**src/dvrt_pkg.sv**
```systemverilog
package dvrt_pkg;

  localparam int NODES_DEF = 8;
  localparam int MAX_NODES = 8;
  localparam int CNT_W     = 4;
  localparam int COST_W    = 16;

  localparam logic [COST_W-1:0] UNREACH    = 16'hFFFF;
  localparam logic [2:0]        MISS_LIMIT = 3'd3;
  localparam logic [2:0]        MISS_MAX   = 3'd7;

  localparam logic [2:0] OP_LOAD    = 3'd0;
  localparam logic [2:0] OP_SET     = 3'd1;
  localparam logic [2:0] OP_DISABLE = 3'd2;
  localparam logic [2:0] OP_VECTOR  = 3'd3;
  localparam logic [2:0] OP_TICK    = 3'd4;
  localparam logic [2:0] OP_READ    = 3'd5;

  localparam logic CFG_OWN_NODE = 1'b0;
  localparam logic CFG_NBR_MASK = 1'b1;

  typedef struct packed {
    logic [2:0]        operation;
    logic [2:0]        peer;
    logic [2:0]        dest;
    logic [COST_W-1:0] cost_in;
    logic              last;
  } in_t;

  typedef struct packed {
    logic              status;
    logic [2:0]        next_hop;
    logic [COST_W-1:0] cost_out;
  } out_t;

  typedef enum logic [3:0] {
    S_IDLE,
    S_EXEC,
    S_TICK,
    S_RX_D,
    S_RX_CUR,
    S_RX_B,
    S_RX_A,
    S_RX_S,
    S_RX_WR,
    S_OUT
  } state_t;

  typedef enum logic [2:0] {
    RD_NONE,
    RD_OWN_DEST,
    RD_OWN_D,
    RD_OWN_B,
    RD_B_D
  } rd_sel_t;

  typedef enum logic [2:0] {
    WR_NONE,
    WR_ITEM,
    WR_DIS,
    WR_TICK,
    WR_RELAX
  } wr_sel_t;

  typedef struct packed {
    logic    load_item;
    rd_sel_t rd_sel;
    wr_sel_t wr_sel;
    logic    d_set0;
    logic    d_set1;
    logic    d_inc;
    logic    b_set1;
    logic    b_inc;
    logic    cap_cur;
    logic    cap_a;
    logic    cmp_sum;
    logic    out_load;
  } cmd_t;

  typedef struct packed {
    logic [2:0] op;
    logic       last;
    logic       vec_ok;
    logic       dis_ok;
    logic       own_ok;
    logic       d_end;
    logic       d_is_own;
    logic       b_end;
    logic       b_nbr;
    logic       out_full;
  } sts_t;

endpackage

```
**src/dvrt_ram.sv**
```systemverilog
module dvrt_ram #(
  parameter int WIDTH = 16,
  parameter int DEPTH = 64
) (
  input  logic                     clk,
  input  logic                     we,
  input  logic [$clog2(DEPTH)-1:0] waddr,
  input  logic [WIDTH-1:0]         wdata,
  input  logic                     re,
  input  logic [$clog2(DEPTH)-1:0] raddr,
  output logic [WIDTH-1:0]         rdata
);

  logic [WIDTH-1:0] mem [DEPTH];
  logic [WIDTH-1:0] rdata_r;

  always_ff @(posedge clk) begin
    if (we) begin
      mem[waddr] <= wdata;
    end
    if (re) begin
      rdata_r <= mem[raddr];
    end
  end

  assign rdata = rdata_r;

endmodule

```
**src/dvrt_ctrl.sv**
```systemverilog
module dvrt_ctrl (
  input  logic          clk,
  input  logic          rst_n,
  input  logic          in_valid,
  output logic          in_ready,
  input  dvrt_pkg::sts_t sts,
  output dvrt_pkg::cmd_t cmd
);

  dvrt_pkg::state_t state_r, state_nxt;

  always_ff @(posedge clk) begin
    if (!rst_n) begin
      state_r <= dvrt_pkg::S_IDLE;
    end else begin
      state_r <= state_nxt;
    end
  end

  always_comb begin
    state_nxt  = state_r;
    cmd        = '0;
    cmd.rd_sel = dvrt_pkg::RD_NONE;
    cmd.wr_sel = dvrt_pkg::WR_NONE;
    in_ready   = 1'b0;
    unique case (state_r)
      dvrt_pkg::S_IDLE: begin
        in_ready = 1'b1;
        if (in_valid) begin
          cmd.load_item = 1'b1;
          state_nxt     = dvrt_pkg::S_EXEC;
        end
      end
      dvrt_pkg::S_EXEC: begin
        state_nxt = dvrt_pkg::S_OUT;
        unique case (sts.op)
          dvrt_pkg::OP_LOAD, dvrt_pkg::OP_SET: begin
            cmd.wr_sel = dvrt_pkg::WR_ITEM;
          end
          dvrt_pkg::OP_VECTOR: begin
            cmd.wr_sel = dvrt_pkg::WR_ITEM;
            if (sts.vec_ok && sts.last) begin
              cmd.d_set1 = 1'b1;
              state_nxt  = dvrt_pkg::S_RX_D;
            end
          end
          dvrt_pkg::OP_DISABLE: begin
            if (sts.dis_ok) begin
              cmd.wr_sel = dvrt_pkg::WR_DIS;
              cmd.d_set1 = 1'b1;
              state_nxt  = dvrt_pkg::S_RX_D;
            end
          end
          dvrt_pkg::OP_TICK: begin
            cmd.d_set0 = 1'b1;
            state_nxt  = dvrt_pkg::S_TICK;
          end
          dvrt_pkg::OP_READ: begin
            cmd.rd_sel = dvrt_pkg::RD_OWN_DEST;
          end
          default: begin
          end
        endcase
      end
      dvrt_pkg::S_TICK: begin
        if (sts.d_end || !sts.own_ok) begin
          state_nxt = dvrt_pkg::S_OUT;
        end else begin
          cmd.wr_sel = dvrt_pkg::WR_TICK;
          cmd.d_inc  = 1'b1;
        end
      end
      dvrt_pkg::S_RX_D: begin
        priority if (sts.d_end || !sts.own_ok) begin
          state_nxt = dvrt_pkg::S_OUT;
        end else if (sts.d_is_own) begin
          cmd.d_inc = 1'b1;
        end else begin
          cmd.rd_sel = dvrt_pkg::RD_OWN_D;
          cmd.b_set1 = 1'b1;
          state_nxt  = dvrt_pkg::S_RX_CUR;
        end
      end
      dvrt_pkg::S_RX_CUR: begin
        cmd.cap_cur = 1'b1;
        state_nxt   = dvrt_pkg::S_RX_B;
      end
      dvrt_pkg::S_RX_B: begin
        priority if (sts.b_end) begin
          state_nxt = dvrt_pkg::S_RX_WR;
        end else if (!sts.b_nbr) begin
          cmd.b_inc = 1'b1;
        end else begin
          cmd.rd_sel = dvrt_pkg::RD_OWN_B;
          state_nxt  = dvrt_pkg::S_RX_A;
        end
      end
      dvrt_pkg::S_RX_A: begin
        cmd.cap_a  = 1'b1;
        cmd.rd_sel = dvrt_pkg::RD_B_D;
        state_nxt  = dvrt_pkg::S_RX_S;
      end
      dvrt_pkg::S_RX_S: begin
        cmd.cmp_sum = 1'b1;
        cmd.b_inc   = 1'b1;
        state_nxt   = dvrt_pkg::S_RX_B;
      end
      dvrt_pkg::S_RX_WR: begin
        cmd.wr_sel = dvrt_pkg::WR_RELAX;
        cmd.d_inc  = 1'b1;
        state_nxt  = dvrt_pkg::S_RX_D;
      end
      dvrt_pkg::S_OUT: begin
        if (!sts.out_full) begin
          cmd.out_load = 1'b1;
          state_nxt    = dvrt_pkg::S_IDLE;
        end
      end
      default: begin
        state_nxt = dvrt_pkg::S_IDLE;
      end
    endcase
  end

`ifndef SYNTH
  a_accept_exec: assert property (@(posedge clk) disable iff (!rst_n)
    in_valid && in_ready |=> state_r == dvrt_pkg::S_EXEC)
    else $error("accepted transfer did not start execution");
  a_out_free: assert property (@(posedge clk) disable iff (!rst_n)
    cmd.out_load |-> !sts.out_full)
    else $error("result loaded over a pending one");
  a_port_excl: assert property (@(posedge clk) disable iff (!rst_n)
    cmd.wr_sel != dvrt_pkg::WR_NONE |-> cmd.rd_sel == dvrt_pkg::RD_NONE)
    else $error("table read and write in one cycle");
`endif

endmodule

```
**src/dvrt_dp.sv**
```systemverilog
module dvrt_dp #(
  parameter int NODES = dvrt_pkg::NODES_DEF
) (
  input  logic           clk,
  input  logic           rst_n,
  input  dvrt_pkg::in_t  in_data,
  input  logic           cfg_valid,
  input  logic           cfg_index,
  input  logic [7:0]     cfg_data,
  input  dvrt_pkg::cmd_t cmd,
  output dvrt_pkg::sts_t sts,
  input  logic           out_ready,
  output logic           out_valid,
  output dvrt_pkg::out_t out_data
);

  localparam int NE    = (NODES < dvrt_pkg::MAX_NODES) ? NODES : dvrt_pkg::MAX_NODES;
  localparam int DEPTH = NE * dvrt_pkg::MAX_NODES;
  localparam int AW    = $clog2(DEPTH);
  localparam logic [dvrt_pkg::CNT_W-1:0] NE_C = dvrt_pkg::CNT_W'(NE);

  dvrt_pkg::in_t  item_r;
  dvrt_pkg::out_t out_r, out_nxt;
  logic           out_valid_r;
  logic [2:0]     own_r;
  logic [7:0]     mask_r;
  logic [dvrt_pkg::CNT_W-1:0] d_r, b_r;
  logic [15:0]    cur_r, a_r;
  logic [16:0]    best_r, sum;
  logic [2:0]     via_r;
  logic           have_r;
  logic [2:0]     hop_r   [dvrt_pkg::MAX_NODES];
  logic           heard_r [dvrt_pkg::MAX_NODES];
  logic [2:0]     miss_r  [dvrt_pkg::MAX_NODES];
  logic           vld_r   [DEPTH];
  logic           rd_vld_r, rd_diag_r;

  logic [2:0]  rrow, rcol, wrow, wcol, dk, bk;
  logic [5:0]  raddr6, waddr6;
  logic [15:0] wdata, ram_q, eff;
  logic        re, we;
  logic        own_ok, dest_ok, peer_ok, tick_hit, relax_win;
  logic [2:0]  miss_inc;

  assign dk       = d_r[2:0];
  assign bk       = b_r[2:0];
  assign own_ok   = {1'b0, own_r} < NE_C;
  assign dest_ok  = {1'b0, item_r.dest} < NE_C;
  assign peer_ok  = {1'b0, item_r.peer} < NE_C;
  assign miss_inc = (miss_r[dk] == dvrt_pkg::MISS_MAX) ? dvrt_pkg::MISS_MAX : miss_r[dk] + 3'd1;
  assign tick_hit = own_ok && (dk != own_r) && mask_r[dk] && heard_r[dk];
  assign eff      = rd_vld_r ? ram_q : (rd_diag_r ? 16'd0 : dvrt_pkg::UNREACH);
  assign sum      = {1'b0, a_r} + {1'b0, eff};
  assign relax_win = have_r && (best_r < {1'b0, cur_r});

  always_comb begin
    rrow = own_r;
    rcol = item_r.dest;
    unique case (cmd.rd_sel)
      dvrt_pkg::RD_OWN_D: rcol = dk;
      dvrt_pkg::RD_OWN_B: rcol = bk;
      dvrt_pkg::RD_B_D: begin
        rrow = bk;
        rcol = dk;
      end
      default: begin
      end
    endcase
  end
  assign re     = cmd.rd_sel != dvrt_pkg::RD_NONE;
  assign raddr6 = {rrow, rcol};

  always_comb begin
    wrow  = own_r;
    wcol  = item_r.dest;
    wdata = dvrt_pkg::UNREACH;
    we    = 1'b0;
    unique case (cmd.wr_sel)
      dvrt_pkg::WR_ITEM: begin
        wdata = item_r.cost_in;
        if (item_r.operation == dvrt_pkg::OP_VECTOR) begin
          wrow = item_r.peer;
          we   = peer_ok && dest_ok;
        end else begin
          we = own_ok && dest_ok;
        end
      end
      dvrt_pkg::WR_DIS: we = 1'b1;
      dvrt_pkg::WR_TICK: begin
        wcol = dk;
        we   = tick_hit && (miss_inc > dvrt_pkg::MISS_LIMIT);
      end
      dvrt_pkg::WR_RELAX: begin
        wcol  = dk;
        wdata = best_r[15:0];
        we    = relax_win;
      end
      default: begin
      end
    endcase
  end
  assign waddr6 = {wrow, wcol};

  dvrt_ram #(
    .WIDTH(dvrt_pkg::COST_W),
    .DEPTH(DEPTH)
  ) u_ram (
    .clk  (clk),
    .we   (we),
    .waddr(waddr6[AW-1:0]),
    .wdata(wdata),
    .re   (re),
    .raddr(raddr6[AW-1:0]),
    .rdata(ram_q)
  );

  always_ff @(posedge clk) begin
    if (cmd.load_item) begin
      item_r <= in_data;
    end
    if (re) begin
      rd_diag_r <= rrow == rcol;
    end
    if (cmd.cap_cur) begin
      cur_r <= eff;
    end
    if (cmd.cap_a) begin
      a_r <= eff;
    end
    if (cmd.cmp_sum && (!have_r || sum < best_r)) begin
      best_r <= sum;
      via_r  <= bk;
    end
    if (cmd.d_set0) begin
      d_r <= '0;
    end else if (cmd.d_set1) begin
      d_r <= dvrt_pkg::CNT_W'(1);
    end else if (cmd.d_inc) begin
      d_r <= d_r + dvrt_pkg::CNT_W'(1);
    end
    if (cmd.b_set1) begin
      b_r <= dvrt_pkg::CNT_W'(1);
    end else if (cmd.b_inc) begin
      b_r <= b_r + dvrt_pkg::CNT_W'(1);
    end
    if (cmd.out_load) begin
      out_r <= out_nxt;
    end
  end

  always_ff @(posedge clk) begin
    if (!rst_n) begin
      own_r       <= 3'd1;
      mask_r      <= '0;
      out_valid_r <= 1'b0;
      have_r      <= 1'b0;
      rd_vld_r    <= 1'b0;
      for (int i = 0; i < dvrt_pkg::MAX_NODES; i++) begin
        hop_r[i]   <= '0;
        heard_r[i] <= 1'b0;
        miss_r[i]  <= '0;
      end
      for (int i = 0; i < DEPTH; i++) begin
        vld_r[i] <= 1'b0;
      end
    end else begin
      if (cfg_valid) begin
        if (cfg_index == dvrt_pkg::CFG_OWN_NODE) begin
          own_r <= cfg_data[2:0];
        end else begin
          mask_r <= cfg_data;
        end
      end
      if (re) begin
        rd_vld_r <= vld_r[raddr6[AW-1:0]];
      end
      if (we) begin
        vld_r[waddr6[AW-1:0]] <= 1'b1;
      end
      if (cmd.cap_cur) begin
        have_r <= 1'b0;
      end else if (cmd.cmp_sum) begin
        have_r <= 1'b1;
      end
      if (cmd.wr_sel == dvrt_pkg::WR_ITEM && we) begin
        if (item_r.operation == dvrt_pkg::OP_LOAD) begin
          hop_r[item_r.dest] <= item_r.dest;
        end
        if (item_r.operation == dvrt_pkg::OP_VECTOR) begin
          heard_r[item_r.peer] <= 1'b1;
          miss_r[item_r.peer]  <= '0;
        end
      end
      if (cmd.wr_sel == dvrt_pkg::WR_TICK && tick_hit) begin
        miss_r[dk] <= miss_inc;
      end
      if (cmd.wr_sel == dvrt_pkg::WR_RELAX && relax_win) begin
        hop_r[dk] <= via_r;
      end
      if (cmd.out_load) begin
        out_valid_r <= 1'b1;
      end else if (out_ready) begin
        out_valid_r <= 1'b0;
      end
    end
  end

  always_comb begin
    out_nxt = '0;
    unique case (item_r.operation)
      dvrt_pkg::OP_DISABLE: out_nxt.status = !(own_ok && dest_ok && mask_r[item_r.dest]);
      dvrt_pkg::OP_READ: begin
        if (own_ok && dest_ok) begin
          out_nxt.next_hop = hop_r[item_r.dest];
          out_nxt.cost_out = eff;
        end else begin
          out_nxt.cost_out = dvrt_pkg::UNREACH;
        end
      end
      default: begin
      end
    endcase
  end

  assign sts.op       = item_r.operation;
  assign sts.last     = item_r.last;
  assign sts.vec_ok   = peer_ok && dest_ok;
  assign sts.dis_ok   = own_ok && dest_ok && mask_r[item_r.dest];
  assign sts.own_ok   = own_ok;
  assign sts.d_end    = d_r >= NE_C;
  assign sts.d_is_own = d_r == {1'b0, own_r};
  assign sts.b_end    = b_r >= NE_C;
  assign sts.b_nbr    = mask_r[bk];
  assign sts.out_full = out_valid_r;

  assign out_valid = out_valid_r;
  assign out_data  = out_r;

endmodule

```
**src/distance_vector_route_table.sv**
```systemverilog
// Distance-vector route table for one router. Each transfer on in_* yields exactly one
// transfer on out_*; one operation is in work at a time, and the next is taken as soon
// as the previous result sits in the output register. Cost table lives in a RAM with one
// registered read port and one write port, never used together. A relaxation walks each
// destination from node 1 up, other than the own node, reading its current cost, then for
// each neighbor the link cost and the neighbor's cost to it; the smallest sum is written
// back if it beats the current cost. Node count is NODES capped at 8. The table needs no
// clearing pass: entries never written read as 0 on the diagonal and 65535 elsewhere.
// Configuration (index 0 own node, 1 neighbor mask) is always ready.
module distance_vector_route_table #(
  parameter int NODES = dvrt_pkg::NODES_DEF
) (
  input  logic           clk,
  input  logic           rst_n,
  input  logic           in_valid,
  output logic           in_ready,
  input  dvrt_pkg::in_t  in_data,
  output logic           out_valid,
  input  logic           out_ready,
  output dvrt_pkg::out_t out_data,
  input  logic           cfg_valid,
  output logic           cfg_ready,
  input  logic           cfg_index,
  input  logic [7:0]     cfg_data
);

  dvrt_pkg::cmd_t cmd;
  dvrt_pkg::sts_t sts;

  assign cfg_ready = 1'b1;

  dvrt_ctrl u_ctrl (
    .clk     (clk),
    .rst_n   (rst_n),
    .in_valid(in_valid),
    .in_ready(in_ready),
    .sts     (sts),
    .cmd     (cmd)
  );

  dvrt_dp #(
    .NODES(NODES)
  ) u_dp (
    .clk      (clk),
    .rst_n    (rst_n),
    .in_data  (in_data),
    .cfg_valid(cfg_valid),
    .cfg_index(cfg_index),
    .cfg_data (cfg_data),
    .cmd      (cmd),
    .sts      (sts),
    .out_ready(out_ready),
    .out_valid(out_valid),
    .out_data (out_data)
  );

endmodule

```
**config.mk**
```make
export PLATFORM = sky130hd
export DESIGN_NAME = distance_vector_route_table
export DESIGN_NICKNAME = d
export VERILOG_FILES = /design/src/dvrt_pkg.sv /design/src/dvrt_ram.sv /design/src/dvrt_ctrl.sv /design/src/dvrt_dp.sv /design/src/distance_vector_route_table.sv
export SDC_FILE = /design/constraint.sdc
export NUM_CORES = 2
export LEC_CHECK = 0
export ABC_AREA = 1
export BUFFER_PORTS_ARGS = -buffer_cell sky130_fd_sc_hd__buf_4
export CORE_MARGIN = 5
export CORE_UTILIZATION = 38
export CTS_CLUSTER_DIAMETER = 40
export DETAILED_ROUTE_END_ITERATION = 10
export PLACE_DENSITY = 0.62
export SYNTH_ARGS = -nofsm -noshare
export SYNTH_HDL_FRONTEND = slang
export SYNTH_SLANG_ARGS = --single-unit
```
**constraint.sdc**
```tcl
create_clock -name clk -period 4.5 [get_ports clk]
set_input_delay 0 -clock clk [delete_from_list [all_inputs] [get_ports clk]]
set_output_delay 0 -clock clk [all_outputs]
set_load 0.005 [all_outputs]
```
==> flow_summary.toml <==
[drt]
via_count = 35600
firstDrtPassIters = 6
avgViaCountPerCell = 5.44
post_drt_wl_per_cell_um = 22.3
routed_wl_um = 146000
ant_nets = 0
initialDrtViolationCount = 3836
drc_errors = 0

[logic_synthesis]
synth_top_area_cell = "edfxtp_1"
ys.flop_type = "edfxtp_1"
synth_area_sq_um = 53700
ys_seq_elements = 1285
syn_inst = 4316
syn_avg_cell_area_sq_um = 12.4
synth.area.top_cells = "edfxtp_1, o211ai_1, dfxtp_1"
netlist.area_leader.share = 0.663
async_flop_share = 0
synth_cell_types = 51
seq_area_frac_synth = 0.700
synth_enable_flop_cells = 1187
ys_warn_count = 0
synth_nets = 4408

[clocking]
cts.path.max_buffers = 3
cts_tree = "built"
cts_root_buf = "clkbuf_16"
clk_latency_ns = 0.79
cts_made_buffers = 161
cts_sinks = 1285
ctsHtreeMaxLevel = 4
path_clk_slew_ns = 0.05

[placement]
postPlaceCellArea_sq_um = 56900
dpl.hpwl_um = 84500
post-place-ws_ns = 0.141
globalplace.congestion = 0.894
port_buffers = 61

[setup_path]
path_max_fanout = 15
rrSetupSlack_ns = 0.25
crit_start = "u_dp.rd_vld_r$_SDFFE_PN0P_"
required_ns = 4.98
r2r-end = "u_dp.best_r[3]$_DFFE_PP_"
arrival_ns = 4.73
cp-endpoint = "u_dp.best_r[3]$_DFFE_PP_"
r2r_cells = 27
r2r-start = "u_dp.rd_vld_r$_SDFFE_PN0P_"
critPathKind = "reg2reg"
end_kind = "register"
cp-start-kind = "register"

[floorplan]
placementRows = 138
die_w_um = 386
ios = 63
start_util = 0.381
core_sq_um = 141000
die_h_um = 386
die_area_sq_um = 149000

[power_and_ir_drop]
cell_internal_pwr_uw = 24500
ir_drop_mv = 0.378
p_clk_frac = 0.347
swShare = 0.331
p_leak_uw = 0.0212
switchingPower_uw = 12100
p_seq_frac = 0.405
power_frac_comb = 0.248
powerDensity_nw_per_um2 = 580

[layout]
nets = 4613
num_antenna_cells = 0
fill_cells = 12500
area_delta_synth_final_pct = 17.6
final_cell_area_sq_um = 63200
layout-drive-gt1-share = 0.156

[sta]
setup_viol = 0
finClkSkew_ns = 0.0283
worstMarginPinSlew_ns = 1.16
drv_slew = 0
final.min_clock_period_ns = 4.25
fin_crit_sh = 0.944
final_hold_viol_count = 0
slew_headroom = 0.219
worst_slack_ns = 0.251
fmax_ghz = 0.235

[global_routing]
grt_max_degree = 122
grt_pass1_vias = 34200
grt-ovfl-total = 0
grt_usage = 0.192
grt_pass1_wl_um = 217000
antenna_found_initial = 2

[job]
cap_violations = 0

[hold_path]
hold_path.class = "in2reg"
hold_start = "cfg_data[2]"

[status]
status = "complete, no violations"
## stage by stage
step / TNS [ns] / std cells / hold WS (ns) / total power [uW] / util
6_report: 0 / 6546 / 0.120 / 36700 / 0.448
3_5_place_dp: 0 / 6165 / 0.179 / 24000 / 0.404
4_1_cts: 0 / 6544 / 0.0602 / 36700 / 0.447
5_1_grt: -0.416 / 6546 / 0.128 / 38100 / 0.448
3_3_place_gp: 0 / 6165 / 0.180 / 23900 / 0.404
2_1_floorplan: 0 / 4316 / 0.0989 / 20400 / -
## layout by cell type, fill, tap and decap left out, types with 11 or more instances in the layout
master         instances
a21oi_1               65
buf_12                24
buf_4                200
bufinv_16             12
clkbuf_1              24
clkbuf_16            162
clkinv_1              23
clkinv_2              18
clkinv_4              15
clkinvlp_4            14
dfxtp_1               98
dlygate4sd3_1         81
edfxtp_1            1187
ha_1                  48
inv_1                276
inv_2                 12
inv_6                 21
nand2_1              305
nand3_1              305
nand3b_1              13
nand4_1               12
nor2_1               481
nor3_1                11
o211ai_1             529
o21a_1                52
o21ai_0              350
o21ai_1               15
or2_2                191
xor2_1                13
## worst max-delay path, cell delays in order (launching register included)
cell and delay, ns:
dfxtp_1 0.29, inv_1 0.09, nand2_1 0.08, buf_6 0.16, o21ai_1 0.10, inv_1 0.09
ha_1 0.37, inv_1 0.08, o21ai_0 0.18, a31oi_1 0.15, o21ai_2 0.11, a21oi_1 0.09
o21bai_1 0.18, nand3_1 0.11, nand2_2 0.10, nand2_1 0.05, nand2_1 0.06, nand2_1 0.05
nand2_1 0.09, xnor2_1 0.12, inv_1 0.09, ha_1 0.31, a21oi_2 0.14, nor2_1 0.06
a211oi_2 0.14, o21ai_1 0.10, a21oi_2 0.32, clkbuf_16 0.24
## layer usage
layer,vias to the layer above,global-route usage,part of all wire
li1,16300,-,-
met1,17700,0.266,0.42
met2,1331,0.302,0.46
met3,261,0.0382,0.078
met4,0,0.0714,0.035
met5,-,0,0
## flip-flops by register name, summed over array words and instances, names as in the netlist, 3 cells and up
signal / flops
u_dp.sts: 4
u_ctrl.state_r: 4
u_dp.d_r: 4
u_dp.item_r: 22
u_dp.hop_r: 24
u_dp.own_r: 3
u_dp.out_data: 20
u_dp.a_r: 16
u_dp.cur_r: 16
u_dp.b_r: 4
u_dp.u_ram.mem: 1024
u_dp.mask_r: 8
u_dp.u_ram.rdata: 16
u_dp.miss_r: 24
u_dp.heard_r: 8
u_dp.vld_r: 64
u_dp.best_r: 17
u_dp.via_r: 3
## cell usage after synthesis (2+ instances only)
cell type	n
a211oi_1	2
a21o_1	3
a21oi_1	68
a31oi_1	9
buf_1	18
buf_2	48
buf_4	15
buf_6	13
clkbuf_1	168
clkbuf_2	3
clkinv_1	7
dfxtp_1	98
edfxtp_1	1187
ha_1	51
inv_1	278
inv_2	11
mux2_2	2
nand2_1	307
nand2_4	4
nand3_1	305
nand3_2	2
nand3_4	2
nand3b_1	13
nand4_1	12
nor2_1	481
nor2_2	2
nor3_1	12
o2111ai_1	2
o211ai_1	529
o211ai_2	3
o21a_1	52
o21ai_0	359
o21ai_1	12
o21bai_1	2
o22ai_1	7
o311ai_0	2
o31ai_1	5
o32ai_1	2
or2_2	191
xnor2_1	6
xor2_1	13
## cell type report
type	count	area [sq um]	share of cell area
timing repair buffer	307	2830	0.0448
clock buffer	187	4150	0.0656
tap	1890	2360	0.0374
inverter	297	1140	0.0180
clock inverter	111	1180	0.0187
sequential	1285	37600	0.595
multi-input combinational	2469	13900	0.220
## power groups by stage
stage	sequential, uW	clock, uW	combinational [uW]
final	14800	12700	9080
after global routing	14900	13400	9770
after CTS	14800	12900	8960
after detailed placement	15100	0	8880
after global placement	15100	0	8770
after floorplan	15200	0	5230
## kinds of logic (layout without fill, tap and decap cells)
group                    count (synthesis)  count (layout)  share of synthesized area
XOR/XNOR                                19              19                    0.00310
other                                    1               1                  0.0000698
buffers and inverters                  562             902                     0.0434
AND/OR/NAND/NOR                       1336            1336                      0.113
flip-flops                            1285            1285                      0.700
AO/OA/AOI/OAI                         1059            1059                      0.128
adder cells (fa/ha/maj)                 52              52                     0.0122
multiplexers                             2               2                   0.000419
## worst min path at each step
stage,endpoint,cells after the start
6_report,u_dp.own_r[2]$_SDFFE_PN0P_,4
5_1_grt,u_dp.own_r[2]$_SDFFE_PN0P_,4
4_1_cts,u_dp.mask_r[0]$_SDFFE_PN0P_,4
3_5_place_dp,u_dp.sts[10]$_DFFE_PP_,1
3_3_place_gp,u_dp.sts[10]$_DFFE_PP_,1
2_1_floorplan,u_dp.item_r[10]$_DFFE_PP_,0
## timing repair
| item | CTS | global route |
|---|---|---|
| buffers inserted | 0 | 1 |
| endpoints found under the hold margin | 118 | 0 |
| hold buffers | 81 | 0 |
| resized for setup | 0 | 26 |
| endpoints found under the setup margin | 0 | 20 |
No activity file was read; power rests on OpenSTA's default activity.
